<file path="src/design/frt_pkg.sv">
`timescale 1ns / 1ps
// ----------------------------------------------------------------------------
// frt_pkg: shared constants and types
// Sizes, the controller state type and the command bundle of the replacement
// tracker.
// ----------------------------------------------------------------------------
package frt_pkg;

	localparam int DEPTH    = 16;
	localparam int ID_WIDTH = 16;
	localparam int IDX_W    = $clog2(DEPTH);
	localparam int CNT_W    = $clog2(DEPTH + 1);

	localparam int PTID_W = 16;
	localparam int EVID_W = 16;
	localparam int OCC_W  = 5;

	typedef enum logic [1:0] {
		ST_IDLE,
		ST_LOOK,
		ST_UPD
	} state_t;

	typedef struct packed {
		logic load_id;
		logic lookup;
		logic update;
	} cmd_t;

endpackage

</file>
<file path="src/design/frt_if.sv">
`timescale 1ns / 1ps
// ----------------------------------------------------------------------------
// frt_if: channel interfaces
// Valid/ready channels for the identifier input and the result output.
// ----------------------------------------------------------------------------
interface frt_in_if;
	logic                      valid;
	logic                      ready;
	logic [frt_pkg::PTID_W-1:0] page_table_id;

	modport source (output valid, output page_table_id, input ready);
	modport sink   (input valid, input page_table_id, output ready);
endinterface

interface frt_out_if;
	logic                       valid;
	logic                       ready;
	logic                       hit;
	logic                       evicted_valid;
	logic [frt_pkg::EVID_W-1:0] evicted_id;
	logic [frt_pkg::OCC_W-1:0]  occupancy;

	modport source (output valid, output hit, output evicted_valid, output evicted_id,
		output occupancy, input ready);
	modport sink   (input valid, input hit, input evicted_valid, input evicted_id,
		input occupancy, output ready);
endinterface

</file>
<file path="src/design/frt_ctrl.sv">
`timescale 1ns / 1ps
// ----------------------------------------------------------------------------
// frt_ctrl: sequencing controller
// Steps each identifier through lookup and list update, and owns the
// result register's valid flag.
// ----------------------------------------------------------------------------
module frt_ctrl (
	input  logic          clk,
	input  logic          arst_n,
	input  logic          in_valid,
	output logic          in_ready,
	output logic          out_valid,
	input  logic          out_ready,
	output frt_pkg::cmd_t cmd
);
	import frt_pkg::*;

	state_t state_q;
	state_t state_d;
	logic   out_valid_q;
	logic   out_free;

	assign out_free  = !out_valid_q || out_ready;
	assign out_valid = out_valid_q;

	always_ff @(posedge clk or negedge arst_n) begin
		if (!arst_n) begin
			state_q     <= ST_IDLE;
			out_valid_q <= 1'b0;
		end else begin
			state_q <= state_d;
			if (cmd.update)
				out_valid_q <= 1'b1;
			else if (out_ready)
				out_valid_q <= 1'b0;
		end
	end

	always_comb begin
		state_d  = state_q;
		cmd      = '0;
		in_ready = 1'b0;
		case (state_q)
			ST_IDLE: begin
				in_ready = 1'b1;
				if (in_valid) begin
					cmd.load_id = 1'b1;
					state_d     = ST_LOOK;
				end
			end
			ST_LOOK: begin
				cmd.lookup = 1'b1;
				state_d    = ST_UPD;
			end
			ST_UPD: begin
				if (out_free) begin
					cmd.update = 1'b1;
					in_ready   = 1'b1;
					if (in_valid) begin
						cmd.load_id = 1'b1;
						state_d     = ST_LOOK;
					end else begin
						state_d = ST_IDLE;
					end
				end
			end
			default: begin
				state_d = ST_IDLE;
			end
		endcase
	end

endmodule

</file>
<file path="src/design/frt_dp.sv">
`timescale 1ns / 1ps
// ----------------------------------------------------------------------------
// frt_dp: resident list datapath
// Holds the ordered list, count and mode; parallel compare, then shift and
// append with the result register.
// ----------------------------------------------------------------------------
module frt_dp (
	input  logic                       clk,
	input  logic                       arst_n,
	input  frt_pkg::cmd_t              cmd,
	input  logic                       cfg_wr_en,
	input  logic                       cfg_wr_data,
	input  logic [frt_pkg::PTID_W-1:0] page_table_id,
	output logic                       hit,
	output logic                       evicted_valid,
	output logic [frt_pkg::EVID_W-1:0] evicted_id,
	output logic [frt_pkg::OCC_W-1:0]  occupancy
);
	import frt_pkg::*;

	logic [ID_WIDTH-1:0] list_q [DEPTH];
	logic [CNT_W-1:0]    count_q;
	logic                mode_q;
	logic [ID_WIDTH-1:0] id_q;
	logic                hit_q;
	logic [IDX_W-1:0]    pos_q;

	logic [DEPTH-1:0]    match;
	logic                any_match;
	logic [IDX_W-1:0]    first_pos;

	logic                full;
	logic                shift_en;
	logic                wr_en;
	logic [IDX_W-1:0]    rp;
	logic [IDX_W-1:0]    last;
	logic [IDX_W-1:0]    widx;
	logic [CNT_W-1:0]    cnt_next;
	logic                evict;

	always_comb begin
		first_pos = '0;
		for (int i = 0; i < DEPTH; i++)
			match[i] = (CNT_W'(i) < count_q) && (list_q[i] == id_q);
		for (int i = DEPTH - 1; i >= 0; i--)
			if (match[i])
				first_pos = IDX_W'(i);
		any_match = |match;
	end

	assign full = (count_q == CNT_W'(DEPTH));

	always_comb begin
		shift_en = 1'b0;
		wr_en    = 1'b0;
		rp       = '0;
		last     = '0;
		widx     = '0;
		evict    = 1'b0;
		cnt_next = count_q;
		if (hit_q) begin
			if (mode_q) begin
				shift_en = 1'b1;
				wr_en    = 1'b1;
				rp       = pos_q;
				last     = IDX_W'(count_q - 1'b1);
				widx     = IDX_W'(count_q - 1'b1);
			end
		end else if (!full) begin
			wr_en    = 1'b1;
			widx     = IDX_W'(count_q);
			cnt_next = count_q + 1'b1;
		end else begin
			shift_en = 1'b1;
			wr_en    = 1'b1;
			evict    = 1'b1;
			rp       = '0;
			last     = IDX_W'(DEPTH - 1);
			widx     = IDX_W'(DEPTH - 1);
		end
	end

	// shift range ends below widx, so each entry takes at most one write
	always_ff @(posedge clk) begin
		if (cmd.update) begin
			for (int i = 0; i < DEPTH - 1; i++)
				if (shift_en && IDX_W'(i) >= rp && IDX_W'(i) < last)
					list_q[i] <= list_q[i+1];
			for (int i = 0; i < DEPTH; i++)
				if (wr_en && IDX_W'(i) == widx)
					list_q[i] <= id_q;
		end
	end

	always_ff @(posedge clk or negedge arst_n) begin
		if (!arst_n) begin
			count_q <= '0;
			mode_q  <= 1'b0;
		end else begin
			if (cfg_wr_en)
				mode_q <= cfg_wr_data;
			if (cmd.update)
				count_q <= cnt_next;
		end
	end

	always_ff @(posedge clk) begin
		if (cmd.load_id)
			id_q <= ID_WIDTH'(page_table_id);
		if (cmd.lookup) begin
			hit_q <= any_match;
			pos_q <= first_pos;
		end
		if (cmd.update) begin
			hit           <= hit_q;
			evicted_valid <= evict;
			evicted_id    <= evict ? EVID_W'(list_q[0]) : '0;
			occupancy     <= OCC_W'(cnt_next);
		end
	end

endmodule

</file>
<file path="src/design/fifo_lru_replacement_tracker_core.sv">
`timescale 1ns / 1ps
// ----------------------------------------------------------------------------
// fifo_lru_replacement_tracker_core: FIFO/LRU replacement tracker
// Sequence: the input transfer loads the id register, lookup registers hit and
// position, update writes the list and result; a new identifier is taken only
// in idle or update, and a stalled result register holds off update.
// Reset: count, mode and handshake state clear asynchronously; list contents
// are not cleared and only entries below the count are ever read.
// ----------------------------------------------------------------------------
module fifo_lru_replacement_tracker_core (
	input  logic      clk,
	input  logic      arst_n,
	input  logic      cfg_wr_en,
	input  logic      cfg_wr_data,
	frt_in_if.sink    in_ch,
	frt_out_if.source out_ch
);
	import frt_pkg::*;

	cmd_t cmd;

	frt_ctrl u_ctrl (
		.clk       (clk),
		.arst_n    (arst_n),
		.in_valid  (in_ch.valid),
		.in_ready  (in_ch.ready),
		.out_valid (out_ch.valid),
		.out_ready (out_ch.ready),
		.cmd       (cmd)
	);

	frt_dp u_dp (
		.clk           (clk),
		.arst_n        (arst_n),
		.cmd           (cmd),
		.cfg_wr_en     (cfg_wr_en),
		.cfg_wr_data   (cfg_wr_data),
		.page_table_id (in_ch.page_table_id),
		.hit           (out_ch.hit),
		.evicted_valid (out_ch.evicted_valid),
		.evicted_id    (out_ch.evicted_id),
		.occupancy     (out_ch.occupancy)
	);

endmodule

</file>
<file path="src/flat_wrapper.sv">
// flat-port wrapper written by rule: the top's interface ports become plain ports
module fifo_lru_replacement_tracker_core_flat import frt_pkg::*;
  (clk, arst_n, cfg_wr_en, cfg_wr_data, in_ch_valid, in_ch_page_table_id, in_ch_ready, out_ch_valid, out_ch_hit, out_ch_evicted_valid, out_ch_evicted_id, out_ch_occupancy, out_ch_ready);
  frt_in_if in_ch_i ();
  frt_out_if out_ch_i ();
  input  logic clk;
  input  logic arst_n;
  input  logic cfg_wr_en;
  input  logic cfg_wr_data;
  input wire logic [$bits(in_ch_i.valid)-1:0] in_ch_valid;
  input wire logic [$bits(in_ch_i.page_table_id)-1:0] in_ch_page_table_id;
  output wire logic [$bits(in_ch_i.ready)-1:0] in_ch_ready;
  output wire logic [$bits(out_ch_i.valid)-1:0] out_ch_valid;
  output wire logic [$bits(out_ch_i.hit)-1:0] out_ch_hit;
  output wire logic [$bits(out_ch_i.evicted_valid)-1:0] out_ch_evicted_valid;
  output wire logic [$bits(out_ch_i.evicted_id)-1:0] out_ch_evicted_id;
  output wire logic [$bits(out_ch_i.occupancy)-1:0] out_ch_occupancy;
  input wire logic [$bits(out_ch_i.ready)-1:0] out_ch_ready;
  assign in_ch_i.valid = in_ch_valid;
  assign in_ch_i.page_table_id = in_ch_page_table_id;
  assign in_ch_ready = in_ch_i.ready;
  assign out_ch_valid = out_ch_i.valid;
  assign out_ch_hit = out_ch_i.hit;
  assign out_ch_evicted_valid = out_ch_i.evicted_valid;
  assign out_ch_evicted_id = out_ch_i.evicted_id;
  assign out_ch_occupancy = out_ch_i.occupancy;
  assign out_ch_i.ready = out_ch_ready;
  fifo_lru_replacement_tracker_core u_core (.clk(clk), .arst_n(arst_n), .cfg_wr_en(cfg_wr_en), .cfg_wr_data(cfg_wr_data), .in_ch(in_ch_i), .out_ch(out_ch_i));
endmodule
</file>
<file path="config.mk">
export PLATFORM = sky130hd
export DESIGN_NAME = fifo_lru_replacement_tracker_core_flat
export DESIGN_NICKNAME = d
export VERILOG_FILES = /design/src/design/frt_pkg.sv /design/src/design/frt_if.sv /design/src/design/frt_ctrl.sv /design/src/design/frt_dp.sv /design/src/design/fifo_lru_replacement_tracker_core.sv /design/src/flat_wrapper.sv
export SDC_FILE = /design/constraint.sdc
export NUM_CORES = 1
export LEC_CHECK = 0
export BUFFER_PORTS_ARGS = -buffer_cell sky130_fd_sc_hd__buf_2
export CORE_MARGIN = 4
export CORE_UTILIZATION = 60
export CTS_CLUSTER_DIAMETER = 150
export DETAILED_ROUTE_END_ITERATION = 10
export PLACE_DENSITY_LB_ADDON = 0.15
export SLEW_MARGIN = 20
export SYNTH_ARGS = -nofsm -noshare
export SYNTH_HDL_FRONTEND = slang
export SYNTH_SLANG_ARGS = --single-unit
</file>
<file path="constraint.sdc">
create_clock -name clk -period 8.1 [get_ports clk]
set_input_delay 0.81 -clock clk [delete_from_list [all_inputs] [get_ports clk]]
set_output_delay 0.81 -clock clk [all_outputs]
set_load 0.05 [all_outputs]
</file>
Word level (Yosys, flattened, before mapping)

Memories as Yosys holds them, arrays and structs flattened.
Cells that the tools add are included.

Bits in registers: 53
RAM bits: 256
Output and inout port bits: 25
Memories kept: 1

Memories:

| name               | words | bits a word | rd ports | clocked after memory_dff | write ports | line         | text |
|---|---|---|---|---|---|---|---|
| u_core.u_dp.list_q | 16    | 16          | 16       | 0                        | 16          | frt_dp.sv:21 | `logic [ID_WIDTH-1:0] list_q [DEPTH];` |

Add/subtract/negate cells: 2
$lt $le $gt $ge: 46
Equal/unequal tests: 36
Muxes and demuxes: 150
Bitwise operators: 15
Reduce and logical (&&, ||, !) cells: 72

Operators by type and width:

| cell               | count |
|---|---|
| $eq 16x16->1       | 16 |
| $mux 16            | 15 |
| $mux 1             | 107 |
| $logic_and 1x1->1  | 62 |
| $mux 4             | 15 |
| $lt 4x5->1 const A | 8 |
| $eq 4x4->1 const A | 8 |
| $ge 4x4->1 const A | 7 |
| $lt 4x4->1 const A | 7 |
| $lt 3x5->1 const A | 4 |
| $eq 3x4->1 const A | 4 |
| $ge 3x4->1 const A | 4 |
| $lt 3x4->1 const A | 4 |
| $reduce_or 16->1   | 1 |
| $or 1x1->1         | 15 |
| $mux 3             | 4 |
| $lt 1x5->1 const A | 2 |
| $lt 2x5->1 const A | 2 |
| $mux 5             | 2 |
| $eq 2x4->1 const A | 2 |
| $ge 1x4->1 const A | 2 |
| $ge 2x4->1 const A | 2 |
| $lt 1x4->1 const A | 2 |
| $lt 2x4->1 const A | 2 |
| 19 further kinds   | 24 |

Longest topological paths before layout

Gate-level depths: netlist (run 1).
An unclocked memory read counts as a cell.

Depth after elaboration: 18
Mapped depth: 14
Mapped depth without buffers: 11

Hierarchy

A second synthesis (run 1) with hierarchy kept.

Cells, all modules: 1220
Area total of the unflattened synthesis: 16782.3 um2

Modules (own cells, without submodules):

| module   | times used | cells an instance | area an instance (um2) | sequential area each (um2) |
|---|---|---|---|---|
| frt_dp   | 1          | 1205              | 16636.0                | 9158.8 |
| frt_ctrl | 1          | 15                | 146.4                  | 75.1 |

Worst setup path after synthesis (run 1)

OpenSTA, ideal clock, no wires.

Path type: input to register
From: in out_ch_ready
To: mem u_core.u_dp.list_q[0][0] (enable)
Data arrival time: 3356 ps
Required time: 7684 ps
Slack: 4329 ps
Stages on the path: 5
Path buffers: 0
Cells stage by stage: nand2b_1 > nand2b_1 > inv_1 > o21ai_0 > o32ai_1

RTL lines:

| element     | line               | text |
|---|---|---|
| from (decl) | flat_wrapper.sv:18 | `input wire logic [$bits(out_ch_i.ready)-1:0] out_ch_ready;` |
| to (decl)   | frt_dp.sv:21       |  |

==> results_dict.tcl, run 1 <==
set metrics [dict create \
    vias 9615 \
    grt_max_degree 33 \
    hpwlAfterDp_um 25300 \
    cts_root_buf "clkbuf_16" \
    path_class "reg -> reg" \
    start_util 0.614 \
    grt_pass1_vias 9972 \
    synth_cells 1196 \
    area_growth_syn_to_layout_pct 9.37 \
    rsz0062_at_grt "false" \
    hold_violations 0 \
    yosysWarningCount 0 \
    min_period_over_period 0.472 \
    cts_tree "yes" \
    async_flop_share 0.0291 \
    grt_overflow 0 \
    yosysSeqAreaShare 0.555 \
    cts_resized 0 \
    holdCritPathClass "in -> async" \
    cp.arrival_ps 3960 \
    drt_first_pass_iters 6 \
    ir_drop_mv 0.206 \
    wire_per_inst_um 23.7 \
    antenna_cells 0 \
    gp_congestion 0.953 \
    yosysUniqueCellTypes 60 \
    port_buffers 46 \
    grt_pass1_wl_um 59000 \
    finClkSkew_ps 11.7 \
    clk_latency_ps 510 \
    placed_area_um2 17100 \
    postCtsSetupRepairBufs 0 \
    die_w_um 175 \
    die_y_um 175 \
    io_pins 47 \
    core_um2 27100 \
    first_iter_violations 1058 \
    syn_area_um2 16600 \
    synth_top_area_share 0.542 \
    cts_buffer_depth 3 \
    synth-seq-cells 309 \
    setup_viol 0 \
    yosys.area.top_type "edfxtp_1" \
    syn_nets 1222 \
    status "finished clean" \
    slew_headroom 0.319 \
    critPathCaptureType "flop" \
    drc_errors 0 \
    clock.fmax_ghz 0.262 \
    fp-row-count 60 \
    powerDensity_nw_per_um2 222 \
    cts_sinks 309 \
    fin_setup_tns_ps 0 \
    avgSynthCellArea_um2 13.9 \
    crit_required_ps 8240 \
    viasPerCell 5.96 \
    drive_above_1_share 0.313 \
    totalWireLength_um 38200 \
    numCtsBuffers 35 \
    grtUsageTotal 0.252 \
    cts-htree-levels 2 \
    period_needed_ps 3820 \
    synth_edf_count 300 \
    antenna_left 0 \
    cts_hold_repair.buffers 0 \
    final_cell_area_um2 18200 \
    leakagePower_nw 6.21 \
    start_kind "flop" \
    yosys-top-cells-area "edfxtp_1 (54%), mux2_2 (15%), xor2_1 (8.3%), xnor2_1 (5.4%), mux2_4 (2.1%)" \
    layout.nets 1240 \
    antenna_found_initial 3 \
    drv_cap 0 \
    synth-main-ff-cell "edfxtp_1" \
    critPathMaxFanout 17 \
    tightest_slew_ps 1010 \
    clk_pin_slew_ps 60 \
    slew_violations 0 \
    die-area_um2 30500 \
]
## logic make-up (layout without fill, tap and decap cells)
kind of cell	after synthesis	in the layout	synth area share
compound gates	70	70	0.0298
xor+xnor	261	261	0.137
mux	244	244	0.170
fa+ha+maj	4	4	0.00301
buf+inv	102	146	0.0324
simple gates	206	206	0.0719
flops	309	309	0.555
## cells in the final DEF, fill, tap and decap left out, types with 13 or more instances in the layout
cell type  Yosys  layout
nand2_1       30      30
o21ai_0       20      13
xnor2_1      103     103
nor4_1        42      42
nand3_1       15      15
and2_1        20      20
buf_2         38      46
mux2_2       215     215
a21oi_1       13      13
nor2_1        23      22
mux2_4        23      23
nand4_1       31      31
xor2_1       158     158
edfxtp_1     300     300
buf_4          9      28
clkbuf_16      0      37
## critical path, cell delays in order, from the launching register on
cell and delay, ps:
dfrtp_1 490, inv_1 220, ha_1 180, nor4b_4 310
inv_1 80, ha_1 210, nor2_1 110, a31oi_1 50
nor2_1 170, nand2b_1 230, or3_1 730, nand2_1 660
## registers in the layout (all words and copies together), names as in the netlist
register                   count
u_core.u_dp.evicted_id        16
u_core.u_dp.list_q           256
u_core.u_dp.pos_q              4
u_core.u_dp.hit                1
u_core.u_dp.evicted_valid      1
u_core.u_dp.occupancy          5
u_core.u_dp.mode_q             1
u_core.u_ctrl.state_q          2
u_core.u_dp.id_q              16
u_core.u_ctrl.out_valid        1
u_core.u_dp.count_q            5
u_core.u_dp.hit_q              1
## worst paths after layout
path	from	to	slack, ps	cells after the start
worst max-delay path	u_core.u_dp.count_q[0]	u_core.u_dp.list_q[0][154]	4280	11
worst min-delay path	arst_n	u_core.u_ctrl.state_q[0]	140	1
worst max register to register	u_core.u_dp.count_q[0]	u_core.u_dp.list_q[0][154]	4280	11
worst min register to register	u_core.u_ctrl.out_valid	u_core.u_ctrl.out_valid	560	2
max in group asynchronous	arst_n	u_core.u_dp.count_q[0]	7770	1
min in group clk	in_ch_page_table_id[5]	u_core.u_dp.id_q[5]	470	1
## Yosys cell counts, drive strengths merged, types with 2 or more instances
cell type and number:
a2111oi 3, a21oi 14, a31oi 2, and2 20
and3 4, buf 56, clkbuf 37, dfrtp 9
edfxtp 300, ha 4, inv 9, mux2 243
nand2 32, nand2b 10, nand3 16, nand4 31
nor2 33, nor2b 3, nor3 9, nor4 42
o211ai 5, o21a 3, o21ai 21, o21bai 2
o221ai 2, o22ai 8, o32ai 2, or2 2
or3 3, xnor2 103, xor2 158
## where the power goes
part           leakage (nW)  switching [mW]  total (mW)  internal [mW]
Sequential             2.83          0.0814        1.92           1.84
Combinational          2.82           0.364       0.563          0.198
Clock                 0.558           0.610        1.57          0.956
Total                  6.21            1.06        4.05           2.99
## per-stage QoR
stage                     total power [mW]  setup WS [ps]  utilization  hold slack (ps)  instances
after floorplan                       2.36           4330            -              424       1196
after global placement                2.50           4360        0.629              537       1549
after detailed placement              2.51           4300        0.629              538       1549
after CTS                             4.07           4310        0.671              137       1612
after global routing                  4.20           3920        0.671              148       1612
final                                 4.05           4280        0.671              144       1612
## final cells by class
type | count | area, um2
flip-flops and latches | 309 | 9230
fillers | 1913 | 8910
multi-input cells | 785 | 6870
clock buffers | 48 | 997
well taps | 372 | 465
repair buffers | 74 | 440
clock inverters | 15 | 145
inverters | 9 | 36.3
## metal layers
layer / wire length, um / global-route usage
met5: 0 / 0
met4: 1560 / 0.103
met3: 2020 / 0.0376
met2: 19200 / 0.437
met1: 15500 / 0.319
Power figures use the tool's default switching activity.
==> run 2, diff against run 1 <==
==> constraint.sdc (replaced) <==
create_clock -name clk -period 3.8 [get_ports clk]
set_input_delay 0.38 -clock clk [delete_from_list [all_inputs] [get_ports clk]]
set_output_delay 0.38 -clock clk [all_outputs]
set_load 0.05 [all_outputs]
==> run 2 against run 1 <==
  * Sequential power is 110% higher
  * Critical endpoint is now u_core.u_dp.list_q[0][133]
  * Combinational power is 130% higher
  * Final cell count is 1.6% higher
  * Utilization increased by 0.37 points
  * Clock-buffer cell count shrank 5
  * Clock skew grew 6.0 ps
  * Power rose by 110%
  * First-iteration DRC count decreased by 23%
  * Non-clock buffer count rose by 34
==> results_dict.tcl, run 2 (synthesis gave the netlist of run 1 again) <==
set metrics [dict create \
    status "finished clean" \
    slew_violations 0 \
    cts-htree-levels 2 \
    holdCritPathClass "in -> reg" \
    grt_overflow 0 \
    clk_latency_ps 510 \
    critical_path.slowest_cell "or3_1" \
    top_register "u_core.u_dp.list_q" \
    io_pins 47 \
    leakagePower_nw 6.31 \
    finClkSkew_ps 17.7 \
    die-area_um2 30500 \
    grt_pass1_vias 9791 \
    wire_per_inst_um 23.5 \
    cts_resized 0 \
    layout.cells.most_common "edfxtp_1" \
    gp_congestion 0.931 \
    dp.cells 1582 \
    min_period_over_period 0.912 \
    die_y_um 175 \
    drive_above_1_share 0.325 \
    crit_path_start "u_core.u_dp.count_q[0]" \
    port_buffers 46 \
    p_total_mw 8.40 \
    grt_pass1_wl_um 59100 \
    reg.largest.list "u_core.u_dp.list_q x256, u_core.u_dp.evicted_id x16, u_core.u_dp.id_q x16" \
    antenna_cells 0 \
    rsz0062_at_grt "false" \
    slew_headroom 0.264 \
    cp.arrival_ps 3720 \
    cpLargestDelayFamily "simple AND/OR/NAND/NOR gates" \
    antenna_left 0 \
    start_kind "flop" \
    cts_root_buf "clkbuf_16" \
    pre_cts_ws_ps 407 \
    n_fill_cell 1929 \
    vias 9648 \
    cts_sinks 309 \
    hold_violations 0 \
    cts_buffer_depth 3 \
    viasPerCell 5.89 \
    path_cells "inv_1 > ha_1 > nor4b_4 > inv_1 > ha_1 > nand2b_1 > a21oi_1 > nand2b_1 > or3_1 > mux2_2" \
    drv_cap 0 \
    post-route-util 0.675 \
    period_needed_ps 3470 \
    numCtsBuffers 34 \
    reg2reg_from "u_core.u_dp.count_q[0]" \
    cts_tree "yes" \
    path_class "reg -> reg" \
    final_cell_mix "edfxtp_1 (300), mux2_2 (215), xor2_1 (158)" \
    grt_max_degree 33 \
    tightest_slew_ps 1090 \
    die_w_um 175 \
    grtUsageTotal 0.253 \
    start_util 0.614 \
    min_from "in_ch_page_table_id[9]" \
    ir_drop_mv 0.520 \
    totalWireLength_um 38500 \
    largest_reg_flops 256 \
    crit_buf_inv 2 \
    crit_required_ps 4050 \
    setup_viol 0 \
    drc_errors 0 \
    hpwlAfterDp_um 27800 \
    layout.nets 1273 \
    fin_cells 1638 \
    fp-row-count 60 \
    first_iter_violations 810 \
    slowest_delay_ps 720 \
    drt_first_pass_iters 5 \
    core_um2 27100 \
    postCtsSetupRepairBufs 0 \
    critPathCaptureType "flop" \
    finalWorstSetupSlack_ps 334 \
    clock.fmax_ghz 0.289 \
    antenna_found_initial 0 \
    fin_setup_tns_ps 0 \
    critPathMaxFanout 17 \
    clk_pin_slew_ps 60 \
    powerDensity_nw_per_um2 459 \
    area_growth_syn_to_layout_pct 9.97 \
]
## run 2: cell count changes in the layout (fill, tap and decap cells not counted), moves of 2 or more
cell and change:
clkbuf_8 -3, clkbuf_16 -2, bufinv_16 -2, buf_4 +33
## run 2: through the flow
stage | instance area (um2) | hold slack (ps)
finish | 18300 | 41.8
global placement | 17300 | 243
global route | 18300 | 21.1
CTS | 18300 | 22.7
detailed placement | 17300 | 244
floorplan | 16600 | 84.4
## run 2: layout make-up
cell class | count | area (um2) | share of cell area
clock buffers | 43 | 906 | 0.0495
clock inverters | 12 | 85.1 | 0.00465
multi-input cells | 785 | 6870 | 0.375
flip-flops and latches | 309 | 9230 | 0.505
inverters | 9 | 36.3 | 0.00198
repair buffers | 108 | 698 | 0.0382
well taps | 372 | 465 | 0.0254
## run 2: what timing repair did
item	in CTS	in global routing
setup endpoints to repair	0	0
endpoints found under the hold margin	9	0
hold buffers	1	0
## run 2: final timing paths
check                      depth (start not counted)  slack (ps)                          to
setup / recovery                                  10         330  u_core.u_dp.list_q[0][133]
hold / removal                                     1          40         u_core.u_dp.id_q[9]
setup reg to reg                                  10         330  u_core.u_dp.list_q[0][133]
hold reg to reg                                    2         550     u_core.u_ctrl.out_valid
max in group asynchronous                          2        3350          u_core.u_dp.mode_q
min in group asynchronous                          2         270      u_core.u_dp.count_q[4]
## run 2: power by group
part	switching [mW]	internal (mW)
registers	0.155	3.92
logic	0.834	0.468
clock network	1.29	1.75
## run 2: layer usage
| layer | vias to the layer above | part of all wire | track usage |
|---|---|---|---|
| met4 | 0 | 0.033 | 0.0802 |
| met5 | - | 0 | 0 |
| li1 | 4486 | - | - |
| met2 | 249 | 0.48 | 0.418 |
| met3 | 79 | 0.041 | 0.0370 |
| met1 | 4834 | 0.44 | 0.349 |
## run 2: worst register-to-register path, delay by kind of cell (launching register included)
| family | cells | cell delay (ps) |
|---|---|---|
| AO/OA/AOI/OAI | 1 | 80 |
| adder cells (fa/ha/maj) | 2 | 410 |
| buffers and inverters | 2 | 340 |
| flip-flops | 1 | 500 |
| multiplexers | 1 | 430 |
| AND/OR/NAND/NOR | 4 | 1450 |
==> run 3, diff against run 2 <==
--- a/config.mk
+++ b/config.mk
@@ -6,8 +6,11 @@
 export NUM_CORES = 1
 export LEC_CHECK = 0
 export BUFFER_PORTS_ARGS = -buffer_cell sky130_fd_sc_hd__buf_2
+export CELL_PAD_IN_SITES_DETAIL_PLACEMENT = 1
+export CELL_PAD_IN_SITES_GLOBAL_PLACEMENT = 2
 export CORE_MARGIN = 4
-export CORE_UTILIZATION = 60
+export CORE_UTILIZATION = 47
+export CTS_BUF_LIST = sky130_fd_sc_hd__clkbuf_4 sky130_fd_sc_hd__clkbuf_8
 export CTS_CLUSTER_DIAMETER = 150
 export DETAILED_ROUTE_END_ITERATION = 10
 export PLACE_DENSITY_LB_ADDON = 0.15
==> run 3 against run 2 <==
  * Global-route usage is 2.1 points lower
  * Setup slack better by 38 ps
  * Utilization is 14 points lower
  * Sequential share of layout area is 1.1 points lower
  * Clock power is 3% higher
  * Register-to-register slack better by 40 ps
  * Final cell count is 8.8% higher
  * Critical endpoint is now u_core.u_dp.list_q[0][140]
  * Clock-buffer cell count is 21 higher
  * Flip-flop and latch count stayed put
  * Critical path depth is 2 lower
  * Combinational power is 3% higher
==> results_dict.tcl, run 3 (synthesis gave the netlist of run 1 again) <==
set metrics [dict create \
    status "finished clean" \
    top_register "u_core.u_dp.list_q" \
    vias 10008 \
    reg.largest.list "u_core.u_dp.list_q x256, u_core.u_dp.evicted_id x16, u_core.u_dp.id_q x16" \
    clk_pin_slew_ps 60 \
    ir_drop_mv 0.269 \
    reg2reg_from "u_core.u_dp.count_q[2]" \
    powerDensity_nw_per_um2 458 \
    final_cell_mix "edfxtp_1 (300), mux2_2 (215), xor2_1 (158)" \
    start_util 0.479 \
    fin_setup_tns_ps 0 \
    area_growth_syn_to_layout_pct 12.4 \
    antenna_cells 0 \
    gp_congestion 0.919 \
    period_needed_ps 3430 \
    grt_pass1_vias 10915 \
    cts_tree "yes" \
    layout.cells.most_common "edfxtp_1" \
    grt_max_degree 32 \
    grt_overflow 0 \
    wire_per_inst_um 24.8 \
    hpwlAfterDp_um 31900 \
    first_iter_violations 551 \
    crit_required_ps 4110 \
    clk_latency_ps 640 \
    min_from "out_ch_ready" \
    crit_path_start "u_core.u_dp.count_q[2]" \
    postCtsSetupRepairBufs 0 \
    grtUsageTotal 0.232 \
    clock.fmax_ghz 0.292 \
    die-area_um2 38500 \
    critPathMaxFanout 17 \
    die_w_um 196 \
    placed_area_um2 17400 \
    antenna_left 0 \
    cts-htree-levels 2 \
    p_total_mw 8.56 \
    hold_violations 0 \
    cts_sinks 309 \
    slew_violations 0 \
    final_cell_area_um2 18700 \
    io_pins 47 \
    holdCritPathClass "in -> reg" \
    critPathCaptureType "flop" \
    drc_errors 0 \
    finClkSkew_ps 30.0 \
    path_class "reg -> reg" \
    totalWireLength_um 44200 \
    slowest_delay_ps 750 \
    cts_buffer_depth 3 \
    largest_reg_flops 256 \
    cts_resized 0 \
    layout.nets 1313 \
    setup_viol 0 \
    pre_cts_ws_ps 415 \
    drive_above_1_share 0.343 \
    fp-row-count 68 \
    core_um2 34700 \
    start_kind "flop" \
    antenna_found_initial 1 \
    port_buffers 46 \
    grt_pass1_wl_um 67800 \
    rsz0062_at_grt "false" \
    tightest_slew_ps 969 \
    dp.cells 1666 \
    post-route-util 0.539 \
    min_period_over_period 0.902 \
    cts_hold_repair.buffers 20 \
    hold_ws_ps 63.8 \
    numCtsBuffers 54 \
    slew_headroom 0.337 \
    drv_cap 0 \
    critical_path.slowest_cell "or3_1" \
    cp.arrival_ps 3740 \
    drt_first_pass_iters 5 \
    die_y_um 196 \
    fin_cells 1782 \
    cts_root_buf "clkbuf_8" \
    finalWorstSetupSlack_ps 372 \
    viasPerCell 5.62 \
    path_cells "nor2_1 > a21boi_0 > o21ai_0 > nand2_1 > o21ai_2 > or3_1 > o21ai_1 > buf_4" \
    leakagePower_nw 6.48 \
]
-- run 3: cell type report --
class                      count  area (um2)
inverter                       9        36.3
clock buffer                  64         825
multi-input combinational    785        6870
sequential                   309        9230
fill                        3440       16000
timing repair buffer         128         908
clock inverter                32         249
tap                          455         569
-- run 3: metal layers --
metal  track usage  vias up  share of wire
met5             0        -        0.00016
met4        0.0773        2          0.032
met3        0.0440       99          0.040
met2         0.392      217           0.50
met1         0.301     5119           0.43
li1              -     4571              -
-- run 3: power by group --
part | total, mW | internal (mW) | switching, mW | leakage (nW)
Combinational | 1.34 | 0.477 | 0.866 | 3.08
Clock | 3.12 | 1.71 | 1.41 | 0.565
Sequential | 4.10 | 3.92 | 0.180 | 2.83
Total | 8.56 | 6.10 | 2.46 | 6.48
-- run 3: worst max-delay path, delay by kind of cell (launching register included) --
family                 cells  cell delay [ps]
AOI/OAI and AO/OA          4             1070
buffers and inverters      1              260
DFF                        1              680
and+or+nand+nor            3             1100
-- run 3: worst paths after layout --
check                      cells past startpoint                    endpoint  slack, ps
max reg2reg                                    8  u_core.u_dp.list_q[0][140]        370
min                                            3     u_core.u_ctrl.out_valid         60
min in group asynchronous                      2    u_core.u_ctrl.state_q[0]        130
max in group asynchronous                      2      u_core.u_dp.count_q[0]       3480
max                                            8  u_core.u_dp.list_q[0][140]        370
min reg2reg                                    2     u_core.u_ctrl.out_valid        550
